**config.mk**
```make
export PLATFORM = sky130hd
export DESIGN_NAME = tick_rate_freeze_step_control_core
export DESIGN_NICKNAME = d
export VERILOG_FILES = /design/src/sv/rtfsc_pkg.sv /design/src/sv/rtfsc_in_reg.sv /design/src/sv/rtfsc_engine.sv /design/src/sv/rtfsc_out_reg.sv /design/src/sv/tick_rate_freeze_step_control_core.sv
export SDC_FILE = /design/constraint.sdc
export NUM_CORES = 1
export LEC_CHECK = 0
export ABC_AREA = 1
export BUFFER_PORTS_ARGS = -buffer_cell sky130_fd_sc_hd__buf_2
export CAP_MARGIN = 20
export CORE_MARGIN = 2
export CORE_UTILIZATION = 53
export CTS_CLUSTER_SIZE = 40
export DETAILED_ROUTE_END_ITERATION = 8
export PLACE_DENSITY = 0.74
export SETUP_SLACK_MARGIN = 0.5
export SYNTH_ARGS = -nofsm -noshare
export SYNTH_HDL_FRONTEND = slang
export SYNTH_SLANG_ARGS = --single-unit
```
**constraint.sdc**
```tcl
create_clock -name clock -period 3 [get_ports clock]
set_clock_uncertainty 0.2 [all_clocks]
set_input_delay 0 -clock clock [delete_from_list [all_inputs] [get_ports clock]]
set_output_delay 0 -clock clock [all_outputs]
set_load 0.03 [all_outputs]
```
**src/sv/rtfsc_pkg.sv**
```systemverilog
// shared types and constants for the tick rate freeze and step controller
package rtfsc_pkg;

   localparam int FRAC_BITS_DEF = 16;
   localparam int FRAC_BITS_MIN = 8;
   localparam int FRAC_BITS_MAX = 32;

   localparam int OP_W     = 2;
   localparam int STEP_W   = 16;
   localparam int FACTOR_W = 23;
   localparam int TICKS_W  = 16;
   localparam int CAP_W    = 16;

   localparam logic [CAP_W-1:0] STEP_CAP_RESET = 16'd1200;
   localparam int WARP_MAX_INT = 100;

   typedef enum logic [OP_W-1:0] {
      OP_FRAME  = 2'd0,
      OP_FREEZE = 2'd1,
      OP_STEP   = 2'd2,
      OP_WARP   = 2'd3
   } op_type;

   typedef struct packed {
      op_type               op;
      logic                 freeze_on;
      logic [STEP_W-1:0]    step_count;
      logic [FACTOR_W-1:0]  warp_factor;
   } cmd_type;

   typedef struct packed {
      logic [TICKS_W-1:0] ticks_to_run;
      logic               accepted;
   } rsp_type;

endpackage

```
**src/sv/rtfsc_in_reg.sv**
```systemverilog
// input register holding one command item
module rtfsc_in_reg (
   input  logic               clock,
   input  logic               reset,
   input  logic               req_valid,
   input  logic               req_stall,
   input  rtfsc_pkg::cmd_type req_cmd,
   input  logic               advance,
   output logic               cmd_valid,
   output rtfsc_pkg::cmd_type cmd
);

   logic               vld_ff;
   logic               vld_in;
   rtfsc_pkg::cmd_type cmd_ff;
   logic               load;

   assign load = req_valid && !req_stall;

   always_comb begin
      if (load) begin
         vld_in = 1'b1;
      end else if (advance) begin
         vld_in = 1'b0;
      end else begin
         vld_in = vld_ff;
      end
   end

   always_ff @(posedge clock) begin
      if (reset) begin
         vld_ff <= 1'b0;
      end else begin
         vld_ff <= vld_in;
      end
   end

   always_ff @(posedge clock) begin
      if (load) begin
         cmd_ff <= req_cmd;
      end
   end

   assign cmd_valid = vld_ff;
   assign cmd       = cmd_ff;

endmodule

```
**src/sv/rtfsc_engine.sv**
```systemverilog
// controller state and single pass command evaluation
module rtfsc_engine #(
   parameter int FRAC_BITS = rtfsc_pkg::FRAC_BITS_DEF
) (
   input  logic                          clock,
   input  logic                          reset,
   input  logic                          csr_write_enable,
   input  logic [rtfsc_pkg::CAP_W-1:0]   csr_write_data,
   input  logic                          fire,
   input  rtfsc_pkg::cmd_type            cmd,
   output rtfsc_pkg::rsp_type            rsp
);

   localparam int RATE_W = (FRAC_BITS + 1 > rtfsc_pkg::FACTOR_W) ?
                           FRAC_BITS + 1 : rtfsc_pkg::FACTOR_W;
   localparam int SUM_W  = RATE_W + 1;
   localparam int CMP_W  = (FRAC_BITS + 7 > rtfsc_pkg::FACTOR_W) ?
                           FRAC_BITS + 7 : rtfsc_pkg::FACTOR_W;
   localparam logic [CMP_W-1:0]  ONE_CMP  = CMP_W'(1) << FRAC_BITS;
   localparam logic [CMP_W-1:0]  WARP_MAX = CMP_W'(rtfsc_pkg::WARP_MAX_INT) << FRAC_BITS;
   localparam logic [RATE_W-1:0] ONE_RATE = RATE_W'(1) << FRAC_BITS;

   logic [rtfsc_pkg::CAP_W-1:0]  cap_ff;
   logic                         frozen_ff;
   logic                         frozen_in;
   logic [RATE_W-1:0]            rate_ff;
   logic [RATE_W-1:0]            rate_in;
   logic [FRAC_BITS-1:0]         frac_ff;
   logic [FRAC_BITS-1:0]         frac_in;
   logic [rtfsc_pkg::STEP_W-1:0] queued_ff;
   logic [rtfsc_pkg::STEP_W-1:0] queued_in;

   logic [SUM_W-1:0]              sum;
   logic [rtfsc_pkg::STEP_W:0]    queue_sum;
   logic [CMP_W-1:0]              factor_ext;
   logic                          step_ok;
   logic                          warp_ok;

   assign sum        = SUM_W'(frac_ff) + SUM_W'(rate_ff);
   assign queue_sum  = {1'b0, queued_ff} + {1'b0, cmd.step_count};
   assign factor_ext = CMP_W'(cmd.warp_factor);
   assign step_ok    = (cmd.step_count != '0) && frozen_ff &&
                       (queue_sum <= {1'b0, cap_ff});
   assign warp_ok    = (factor_ext != '0) && (factor_ext <= WARP_MAX);

   always_comb begin
      frozen_in        = frozen_ff;
      rate_in          = rate_ff;
      frac_in          = frac_ff;
      queued_in        = queued_ff;
      rsp.ticks_to_run = '0;
      rsp.accepted     = 1'b1;
      case (cmd.op)
         rtfsc_pkg::OP_FRAME: begin
            if (frozen_ff) begin
               rsp.ticks_to_run = queued_ff;
               queued_in        = '0;
            end else begin
               rsp.ticks_to_run = rtfsc_pkg::TICKS_W'(sum >> FRAC_BITS);
               frac_in          = sum[FRAC_BITS-1:0];
            end
         end
         rtfsc_pkg::OP_FREEZE: begin
            frozen_in = cmd.freeze_on;
            if (!cmd.freeze_on) begin
               queued_in = '0;
            end
         end
         rtfsc_pkg::OP_STEP: begin
            rsp.accepted = step_ok;
            if (step_ok) begin
               queued_in = queue_sum[rtfsc_pkg::STEP_W-1:0];
            end
         end
         rtfsc_pkg::OP_WARP: begin
            rsp.accepted = warp_ok;
            if (warp_ok) begin
               rate_in = RATE_W'(cmd.warp_factor);
               if (factor_ext == ONE_CMP) begin
                  frac_in = '0;
               end
            end
         end
         default: begin
            rsp.accepted = 1'b0;
         end
      endcase
   end

   always_ff @(posedge clock) begin
      if (reset) begin
         cap_ff <= rtfsc_pkg::STEP_CAP_RESET;
      end else if (csr_write_enable) begin
         cap_ff <= csr_write_data;
      end
   end

   always_ff @(posedge clock) begin
      if (reset) begin
         frozen_ff <= 1'b0;
         rate_ff   <= ONE_RATE;
         frac_ff   <= '0;
         queued_ff <= '0;
      end else if (fire) begin
         frozen_ff <= frozen_in;
         rate_ff   <= rate_in;
         frac_ff   <= frac_in;
         queued_ff <= queued_in;
      end
   end

   // queued ticks only exist while frozen
   a_queue_empty_running: assert property (@(posedge clock) disable iff (reset)
      !frozen_ff |-> queued_ff == '0)
      else $error("step ticks queued while running");

   // rejected step leaves the queue alone
   a_reject_keeps_queue: assert property (@(posedge clock) disable iff (reset)
      fire && cmd.op == rtfsc_pkg::OP_STEP && !rsp.accepted |=> $stable(queued_ff))
      else $error("rejected step changed queue");

   // warp never leaves the allowed range
   a_rate_range: assert property (@(posedge clock) disable iff (reset)
      CMP_W'(rate_ff) != '0 && CMP_W'(rate_ff) <= WARP_MAX)
      else $error("warp rate out of range");

   // non-frame items carry no ticks
   a_ticks_only_frame: assert property (@(posedge clock) disable iff (reset)
      fire && cmd.op != rtfsc_pkg::OP_FRAME |-> rsp.ticks_to_run == '0)
      else $error("ticks on non-frame item");

endmodule

```
**src/sv/rtfsc_out_reg.sv**
```systemverilog
// result register holding one result item
module rtfsc_out_reg (
   input  logic               clock,
   input  logic               reset,
   input  logic               advance,
   input  rtfsc_pkg::rsp_type rsp_in_data,
   input  logic               rsp_stall,
   output logic               rsp_valid,
   output rtfsc_pkg::rsp_type rsp
);

   logic               vld_ff;
   logic               vld_in;
   rtfsc_pkg::rsp_type rsp_ff;

   always_comb begin
      if (advance) begin
         vld_in = 1'b1;
      end else begin
         vld_in = vld_ff && rsp_stall;
      end
   end

   always_ff @(posedge clock) begin
      if (reset) begin
         vld_ff <= 1'b0;
      end else begin
         vld_ff <= vld_in;
      end
   end

   always_ff @(posedge clock) begin
      if (advance) begin
         rsp_ff <= rsp_in_data;
      end
   end

   assign rsp_valid = vld_ff;
   assign rsp       = rsp_ff;

endmodule

```
**src/sv/tick_rate_freeze_step_control_core.sv**
```systemverilog
// top level of the tick rate freeze and step controller
// an accepted item passes from the input register to the result register,
// where its result waits to be taken; throughput: one item per cycle while
// results are taken, set by the single state update per item; the input
// register, if empty, accepts a new item while a result waits to be taken
// reset (synchronous): running, warp 1.0, accumulator and step queue clear,
// step cap 1200, both item registers empty
module tick_rate_freeze_step_control_core #(
   parameter int FRAC_BITS = rtfsc_pkg::FRAC_BITS_DEF
) (
   input  logic                              clock,
   input  logic                              reset,
   input  logic                              req_valid,
   output logic                              req_stall,
   input  logic [rtfsc_pkg::OP_W-1:0]        req_op,
   input  logic                              req_freeze_on,
   input  logic [rtfsc_pkg::STEP_W-1:0]      req_step_count,
   input  logic [rtfsc_pkg::FACTOR_W-1:0]    req_warp_factor,
   output logic                              rsp_valid,
   input  logic                              rsp_stall,
   output logic [rtfsc_pkg::TICKS_W-1:0]     rsp_ticks_to_run,
   output logic                              rsp_accepted,
   input  logic                              csr_write_enable,
   input  logic [rtfsc_pkg::CAP_W-1:0]       csr_write_data
);

   rtfsc_pkg::cmd_type req_cmd;
   rtfsc_pkg::cmd_type cmd;
   rtfsc_pkg::rsp_type eval_rsp;
   rtfsc_pkg::rsp_type rsp;
   logic               cmd_valid;
   logic               advance;

   assign req_cmd.op          = rtfsc_pkg::op_type'(req_op);
   assign req_cmd.freeze_on   = req_freeze_on;
   assign req_cmd.step_count  = req_step_count;
   assign req_cmd.warp_factor = req_warp_factor;

   assign advance   = cmd_valid && (!rsp_valid || !rsp_stall);
   assign req_stall = cmd_valid && !advance;

   rtfsc_in_reg u_in_reg (
      .clock     (clock),
      .reset     (reset),
      .req_valid (req_valid),
      .req_stall (req_stall),
      .req_cmd   (req_cmd),
      .advance   (advance),
      .cmd_valid (cmd_valid),
      .cmd       (cmd)
   );

   rtfsc_engine #(
      .FRAC_BITS (FRAC_BITS)
   ) u_engine (
      .clock            (clock),
      .reset            (reset),
      .csr_write_enable (csr_write_enable),
      .csr_write_data   (csr_write_data),
      .fire             (advance),
      .cmd              (cmd),
      .rsp              (eval_rsp)
   );

   rtfsc_out_reg u_out_reg (
      .clock       (clock),
      .reset       (reset),
      .advance     (advance),
      .rsp_in_data (eval_rsp),
      .rsp_stall   (rsp_stall),
      .rsp_valid   (rsp_valid),
      .rsp         (rsp)
   );

   assign rsp_ticks_to_run = rsp.ticks_to_run;
   assign rsp_accepted     = rsp.accepted;

endmodule
```
### Word-level counts from Yosys, hierarchy flattened

Cells that the tools add are included.

* shifts and indexed selects: 0
* order comparisons: 2
* multiplexer cells: 13
* reduce and logical (&&, ||, !) cells: 23
* multipliers: 0
* equality and inequality tests: 10
* add/sub/neg operators: 2
* div/mod/pow operators: 0
* bitwise gates (word level): 0

Operator list (count)
* 16-bit two-way mux: 6
* 16-bit case mux with 3 select lines: 1
* 16-bit case mux with 2 select lines: 1
* 16-bit by 23-bit adder with 24-bit output: 1
* 23-bit by 17-bit == test with 1-bit output, second input constant: 1
* 23-bit less-or-equal comparator, second input constant: 1
* 23-bit nonzero test: 1
* 16-bit by 16-bit adder with 17-bit output: 1
* 17-bit by 16-bit less-or-equal comparator with 1-bit output: 1
* 16-bit nonzero test: 1
* 5-bit AND reduction: 2
* 8-bit two-way mux: 1
* 2-bit by 1-bit inequality test with 1-bit output, second input constant: 4
* 1-bit logical AND: 7
* 2-bit == test, second input constant: 2
* 1-bit logical NOT: 4
* 2-bit inequality test, second input constant: 2
* 2-bit AND reduction: 2
* 2-bit nonzero test: 2
* 1-bit two-way mux: 3
* 3-bit AND reduction: 1
* 3-bit nonzero test: 1
* 2-bit by 1-bit == test with 1-bit output, second input constant: 1
* 2-bit logical NOT: 1
* 2 further kinds: 2

* output and inout bits: 19
* memories kept: 0
* latch bits: 0
* input port bits: 63
* ROM bits: 0
* word-level logic and storage cells: 64
* register bits after elaboration: 133
* RAM bits: 0

### Logic depth before layout (Yosys ltp)

Gate-level depths: netlist of the first run.

* word-level depth: 8
* gate-level depth with buffers: 26
* gate-level depth less buffers: 25

### Modules after synthesis

A second synthesis of the first run with hierarchy kept.

* cell total of the unflattened synthesis: 835
* area total of the unflattened synthesis: 6899.1 um2

By module, submodules not included
* rtfsc_engine: sequential area each 1441.4 um2, instances 1, cells an instance 761, area an instance 5024.8 um2
* rtfsc_in_reg: sequential area each 1281.2 um2, instances 1, cells an instance 49, area an instance 1311.3 um2
* rtfsc_out_reg: sequential area each 530.5 um2, instances 1, cells an instance 21, area an instance 546.8 um2
* tick_rate_freeze_step_control_core: sequential area each 0.0 um2, instances 1, cells an instance 4, area an instance 16.3 um2

### Least setup slack after synthesis of the first run

OpenSTA, ideal clock, no wires.

* path type: register -> register
* start: reg u_in_reg.cmd_ff, in the netlist u_in_reg.cmd[23]
* end: reg u_engine.queued_ff[7] in the netlist's numbering
* stages on the path, launching flop included: 26
* period minus slack after synthesis: 3.318 ns
* slack: -0.318 ns
* library setup time: 0.142 ns
* arrival time: 2.977 ns
* path buffers: 1
* required time: 2.658 ns
* cell sequence: edfxtp_1 ha_1 inv_1 fa_1 nand3b_1 nand2_2 nand2_1 nand2_1 nand2_1 nand2_1 xor2_1 inv_1 ha_1 a21oi_1 o21ai_0 a21boi_0 nand2_1 nand2_1 nand2_1 nand2_1 nand2_2 nand2_4 nand2_8 buf_12 nand2_2 a21oi_2

* cells in the longest elaborated chain, start to end: 5
* elaborated cells between the ends (all ways): 9
* those cells by class: 1 x add/sub; 1 x order compare; 1 x eq/ne; 2 x mux; 4 x reduce/logical

RTL lines
* start, declared: line rtfsc_in_reg.sv:15 `rtfsc_pkg::cmd_type cmd_ff;`
* start signal, assigned: line rtfsc_in_reg.sv:40 `cmd_ff <= req_cmd;`
* 16-bit by 16-bit adder with 17-bit output or 16-bit nonzero test (tied branches): line rtfsc_engine.sv:40, rtfsc_engine.sv:42
* 17-bit by 16-bit less-or-equal comparator with 1-bit output or 1-bit logical AND (tied branches): line rtfsc_engine.sv:43, rtfsc_engine.sv:42
* 1-bit logical AND: line rtfsc_engine.sv:42 `assign step_ok = (cmd.step_count != '0) && frozen_ff &&`
* 2-bit by 1-bit inequality test with 1-bit output (no line)
* 5-bit AND reduction (no line)
* end signal, assigned: line rtfsc_engine.sv:108 `queued_ff <= queued_in;`
* end, declared: line rtfsc_engine.sv:30 `logic [rtfsc_pkg::STEP_W-1:0] queued_ff;`

Parallel ways exist; a longest one is shown, timed or not. The select of a mux whose other input is x is not followed.
A chain may end at the register's enable or synchronous reset.

### Worst setup path in the final report of the first run

* start: reg u_in_reg.cmd_ff, in the netlist u_in_reg.cmd[23]
* end: reg u_engine.queued_ff[12] in the netlist's numbering

The elaborated chain is that of the path after synthesis.

==> impl_metrics.ini, run 1 <==
[run_status]
status = finished, violations left
violations = setup timing

[setup_path]
worstPathArrival_ns = 3.75
r2r_start = u_in_reg.cmd[23]
start_kind = flop
cp-startpoint = u_in_reg.cmd[23]
critPathRequiredTime_ns = 3.16
path_class = reg -> reg
path_max_fanout = 8
worstSetupEndpointType = flop

[layout]
drive_gt1_share_pct = 26.8
layout_commonest_cell = inv_1
diodes = 0
area_growth_syn_to_layout_pct = 39.3
fillers = 913
utilization_pct = 75.0
layout.nets = 1184
regArea_sq_um = 3250
final_cell_mix = 112 x inv_1, 110 x nand2_1, 92 x a21oi_1
multi_input_area_sq_um = 3670

[drt]
routed_via_density = 5.36
dr.pass1.iters = 7
drt-initial-drc-count = 542
wl_um = 20600
vias = 6756
postRouteAntennaNets = 0
drc = 0
avgRoutedWirePerCell_um = 16.4

[clock_tree]
htree_levels = 4
cts_buffer_depth = 2
cts_root_buf = clkbuf_16
cts.sinks = 133
cts.reportedPaths.clkPinSlew_ns = 0.07
cts_buffers = 17
tritoncts = built
clk_latency_ns = 0.43

[logic_synthesis]
yosys_warnings = 0
yosysSeqAreaShare_pct = 46.0
async_reset_ff_share_pct = 0
synthesis.area_sq_um = 7070
synth_edf_count = 59
synth.distinct_cells = 46
synth.net_count = 958
synth_top_flop_cell = dfxtp_1
ys_ff_latch = 133
postSynthAreaPerCell_sq_um = 8.37
synthCells = 845

[job]
drv_cap = 0

[pwr]
p_sw_share_pct = 26.8
p_switching_w = 0.00125
p_total_w = 0.00465
ir_drop_mv = 0.546
clkPwrFrac_pct = 43.5
power_leakage_nw = 4.27
intPower_w = 0.00341
p_seq_share_pct = 43.3
pwr-share-comb_pct = 13.2
p_per_area_nw_per_um2 = 473

[sta]
setup_tns_ns = -9.58
final-setup-viol-count = 17
period_minus_slack_ns = 3.59
worst_pin_slew_ns = 1.26
max_freq_ghz = 0.278
finalWorstSetupSlack_ns = -0.591
post-route-period-util_pct = 120
hold_viol_final = 0
slew_headroom_pct = 15.9
slew_violations = 0
rsz0062_at_grt = yes

[global_routing]
grt_max_degree = 43
antenna_found_initial = 0
grt_pass1_wl_um = 31900
grt_pass1_vias = 6510
track_usage_pct = 28.6
grt_overflow = 0

[placement]
detailed_place_hpwl_um = 12400
dp_slack_ns = -0.534
place_congestion = 0.875
portBuffers = 81

[floorplanning]
start_util_pct = 53.8
core_region_area_sq_um = 13100
core.rowCount = 42
die_width_um = 120
pin_count = 82
dieArea_sq_um = 14300
die_h_um = 120

[hold_path]
min_from = req_step_count[8]
hold_class = in -> reg
cell families (layout without fill, tap and decap cells):
kind of cell,count (synthesis),count (layout),synth area share [%]
fa+ha+maj,50,50,9.06
buf+inv,139,375,7.79
compound gates,211,211,16.6
simple gates,298,301,18.8
xor+xnor,14,14,1.73
flops,133,133,46.0
state kept, by name, indices dropped and copies added (netlist names):
signal / count
u_in_reg.cmd: 42
u_engine.queued_ff: 16
u_out_reg.rsp_valid: 1
u_engine.frozen_ff: 1
u_in_reg.cmd_valid: 1
u_engine.frac_ff: 16
u_engine.rate_ff: 23
u_out_reg.rsp: 17
u_engine.cap_ff: 16
synthesized netlist by cell type, drive strengths merged, types with 2 or more instances:
cell	instances	share of area, %
nand2	134	7.9
a21oi	117	8.9
inv	117	6.2
nor2	81	4.4
dfxtp	74	21
o21ai	68	4.8
nand3	60	4.3
edfxtp	59	25
ha	48	8.5
xor2	13	1.6
clkbuf	11	0.58
a21o	10	1.1
buf	10	0.94
nor3	8	0.80
nand4	7	0.62
o211ai	4	0.50
a31oi	3	0.27
or2	3	0.27
a211oi	2	0.28
a21boi	2	0.21
and3	2	0.18
fa	2	0.57
nand3b	2	0.21
layout make-up:
cell class	count	share of cell area [%]
Inverter	118	4.50
Clock buffer	17	4.32
Multi-Input combinational cell	576	37.3
Sequential cell	133	33.0
Timing Repair Buffer	225	17.2
Tap cell	176	2.24
Clock inverter	15	1.44
metrics by stage:
stage	instance area [sq um]	std cells	hold WS [ns]
after detailed placement	8100	1144	-0.0218
after global placement	8100	1144	-0.0241
after floorplan	7080	845	-0.101
final	9850	1260	0.0739
after CTS	9590	1256	0.0518
after global routing	9850	1260	0.0816
path summary, 6_finish.rpt:
check / endpoint / slack, ns / cells past startpoint
worst max-delay path: u_engine.queued_ff[12] / -0.59 / 22
worst min-delay path: u_in_reg.cmd[31] / 0.07 / 2
worst max register to register: u_engine.queued_ff[12] / -0.59 / 22
worst min register to register: u_engine.rate_ff[8] / 0.27 / 2
power groups by stage:
stage,Clock [W],Sequential [W],Combinational [W]
2_1_floorplan,0,0.00206,0.000260
3_3_place_gp,0,0.00205,0.000447
3_5_place_dp,0,0.00205,0.000456
4_1_cts,0.00202,0.00201,0.000566
5_1_grt,0.00212,0.00202,0.000671
6_report,0.00202,0.00202,0.000615
repair_timing:
action | in CTS | in global routing
gates cloned | 1 | 2
hold buffers | 73 | 0
setup buffers | 6 | 2
setup endpoints to repair | 43 | 49
endpoints found under the hold margin | 93 | 0
pin swaps | 21 | 32
resized for setup | 27 | 50
routing by layer:
layer,GRT usage [%],vias up,routed length [um]
li1,-,3324,-
met1,39.2,3143,9230
met2,46.0,254,9660
met3,5.75,35,1350
met4,8.53,0,370
met5,0,-,0
critical path, cell delays in order, from the launching register on:
cell,delay (ns)
edfxtp_1,0.39
ha_2,0.21
inv_2,0.04
fa_2,0.33
nand3b_1,0.18
nand2_2,0.11
nand3_2,0.07
o211ai_1,0.17
xor2_1,0.24
inv_1,0.11
ha_4,0.26
a21oi_2,0.14
o21ai_2,0.07
a21boi_2,0.13
nand2_1,0.06
nand2_1,0.05
nand2_1,0.06
nand2_2,0.08
nand2_4,0.08
nand2_8,0.12
buf_12,0.15
nand3_1,0.09
a21oi_2,0.17
Power figures use the tool's default switching activity.
==> run 2, diff against run 1 <==
CAP_MARGIN = not set   (was 20)
CORE_MARGIN = not set   (was 2)
==> run 2 against run 1 <==
  * The run still ends with setup timing left
  * Global-route usage increased by 1.0 points
  * Maximum frequency decreased by 1.2%
  * Via count about the same
  * Clock power increased by 2%
  * Combinational power increased by 1%
  * Power increased by 1.1%
  * Clock-buffer cell count increased by 4
  * Non-clock buffer count increased by 8
  * Hold slack improved by 0.0081 ns
  * Flip-flop and latch count unchanged
  * Critical path type unchanged
==> impl_metrics.ini, run 2 (synthesis gave the netlist of run 1 again) <==
[floorplanning]
core_region_area_sq_um = 12800
die_h_um = 118
core.rowCount = 41
die_width_um = 118
start_util_pct = 55.1
pin_count = 82
dieArea_sq_um = 13800

[sta]
slew_violations = 0
hold_viol_final = 0
final-setup-viol-count = 17
period_minus_slack_ns = 3.63
max_freq_ghz = 0.275
slew_headroom_pct = 32.5
worst_pin_slew_ns = 1.01
post-route-period-util_pct = 121
finalWorstSetupSlack_ns = -0.633
setup_tns_ns = -9.91
rsz0062_at_grt = yes

[global_routing]
grt_pass1_vias = 6672
grt_overflow = 0
track_usage_pct = 29.6
antenna_found_initial = 0
grt_pass1_wl_um = 32400
grt_max_degree = 43

[layout]
regArea_sq_um = 3250
drive_gt1_share_pct = 25.9
largest_register_ffs = 42
utilization_pct = 76.7
layout.nets = 1190
area_growth_syn_to_layout_pct = 39.2
diodes = 0
fillers = 872
multi_input_area_sq_um = 3580
final_cell_mix = 112 x inv_1, 109 x nand2_1, 95 x a21oi_1
layout_commonest_cell = inv_1

[drt]
postRouteAntennaNets = 0
vias = 6760
drt-initial-drc-count = 576
routed_via_density = 5.36
drc = 0
avgRoutedWirePerCell_um = 16.0
wl_um = 20200
dr.pass1.iters = 5

[setup_path]
path_max_fanout = 6
crit_top_cell = nand2_2
worstPathArrival_ns = 3.79
critPathSlowestCell = edfxtp_1
path_class = reg -> reg
start_kind = flop
crit_buf_inv = 3
worstSetupEndpointType = flop
cp_top_family = compound AO/OA/AOI/OAI gates
slowest_delay_ns = 0.44
path_cells = ha_1 -> a21oi_2 -> nand2_2 -> buf_4 -> buf_4 -> a31oi_1 -> xor2_1 -> ha_1 -> a21oi_1 -> o21a_1 -> nand2_1 -> nand2_1 -> nand2_2 -> nand2_2 -> nand2_2 -> nand2_2 -> nand2_4 -> nand2_8 -> clkbuf_16 -> nand3_1 -> a21oi_2
critPathRequiredTime_ns = 3.16

[pwr]
clkPwrFrac_pct = 43.9
p_per_area_nw_per_um2 = 478
ir_drop_mv = 0.443
p_sw_share_pct = 25.1
pwr-share-comb_pct = 13.2
power_leakage_nw = 4.30
p_seq_share_pct = 42.8
p_switching_w = 0.00118
p_total_w = 0.00471
intPower_w = 0.00353

[clock_tree]
cts_buffer_depth = 2
cts_root_buf = clkbuf_16
cts_buffers = 17
cts.sinks = 133
htree_levels = 4
cts.reportedPaths.clkPinSlew_ns = 0.06
clk_latency_ns = 0.42
tritoncts = built

[run_status]
violations = setup timing
status = finished, violations left

[placement]
place_congestion = 0.897
detailed_place_hpwl_um = 12300
portBuffers = 81

[job]
drv_cap = 0

[hold_path]
hold_class = in -> reg
==> run 2: layer usage <==
layer | track usage, % | part of all wire (%) | routed length (um) | vias up
met5 | 0 | 0 | 0 | -
met4 | 12.1 | 2.5 | 501 | 0
met1 | 39.0 | 45 | 9010 | 3157
met2 | 47.7 | 47 | 9520 | 235
met3 | 5.96 | 6.0 | 1210 | 52
li1 | - | - | - | 3316
==> run 2: final timing paths <==
check                            from                     to  depth (start not counted)  slack [ns]
setup / recovery     u_in_reg.cmd[26]  u_engine.queued_ff[6]                         21       -0.63
hold / removal    req_warp_factor[13]       u_in_reg.cmd[13]                          2        0.08
setup reg to reg     u_in_reg.cmd[26]  u_engine.queued_ff[6]                         21       -0.63
hold reg to reg   u_engine.rate_ff[8]    u_engine.rate_ff[8]                          2        0.26
==> run 2: layout make-up <==
| type | count | share of cell area (%) |
|---|---|---|
| clock buffer | 21 | 4.68 |
| sequential | 133 | 33.1 |
| timing repair buffer | 233 | 17.9 |
| multi-input combinational | 574 | 36.4 |
| clock inverter | 11 | 1.30 |
| inverter | 118 | 4.50 |
| tap | 172 | 2.19 |
==> run 2: power groups by stage <==
stage	combinational, W	clock, W	sequential [W]
final	0.000623	0.00207	0.00202
after global routing	0.000681	0.00215	0.00202
after CTS	0.000570	0.00207	0.00201
after detailed placement	0.000456	0	0.00205
after global placement	0.000446	0	0.00205
after floorplan	0.000260	0	0.00206
==> run 2: through the flow <==
step           cell area, sq um  cells  hold slack (ns)  worst slack [ns]
5_1_grt                    9840   1262           0.0877            -0.809
3_5_place_dp               8100   1143          -0.0219            -0.539
2_1_floorplan              7080    845           -0.101            -0.248
4_1_cts                    9610   1255           0.0684            -0.459
3_3_place_gp               8100   1143          -0.0238            -0.403
6_report                   9840   1262           0.0819            -0.633
==> run 2: what timing repair did <==
action	4_1_cts	5_1_grt
hold buffers	73	0
endpoints found under the hold margin	91	0
pin swaps	14	17
buffers inserted	6	6
setup endpoints to repair	18	37
gates resized for setup	24	34
gates cloned	1	1
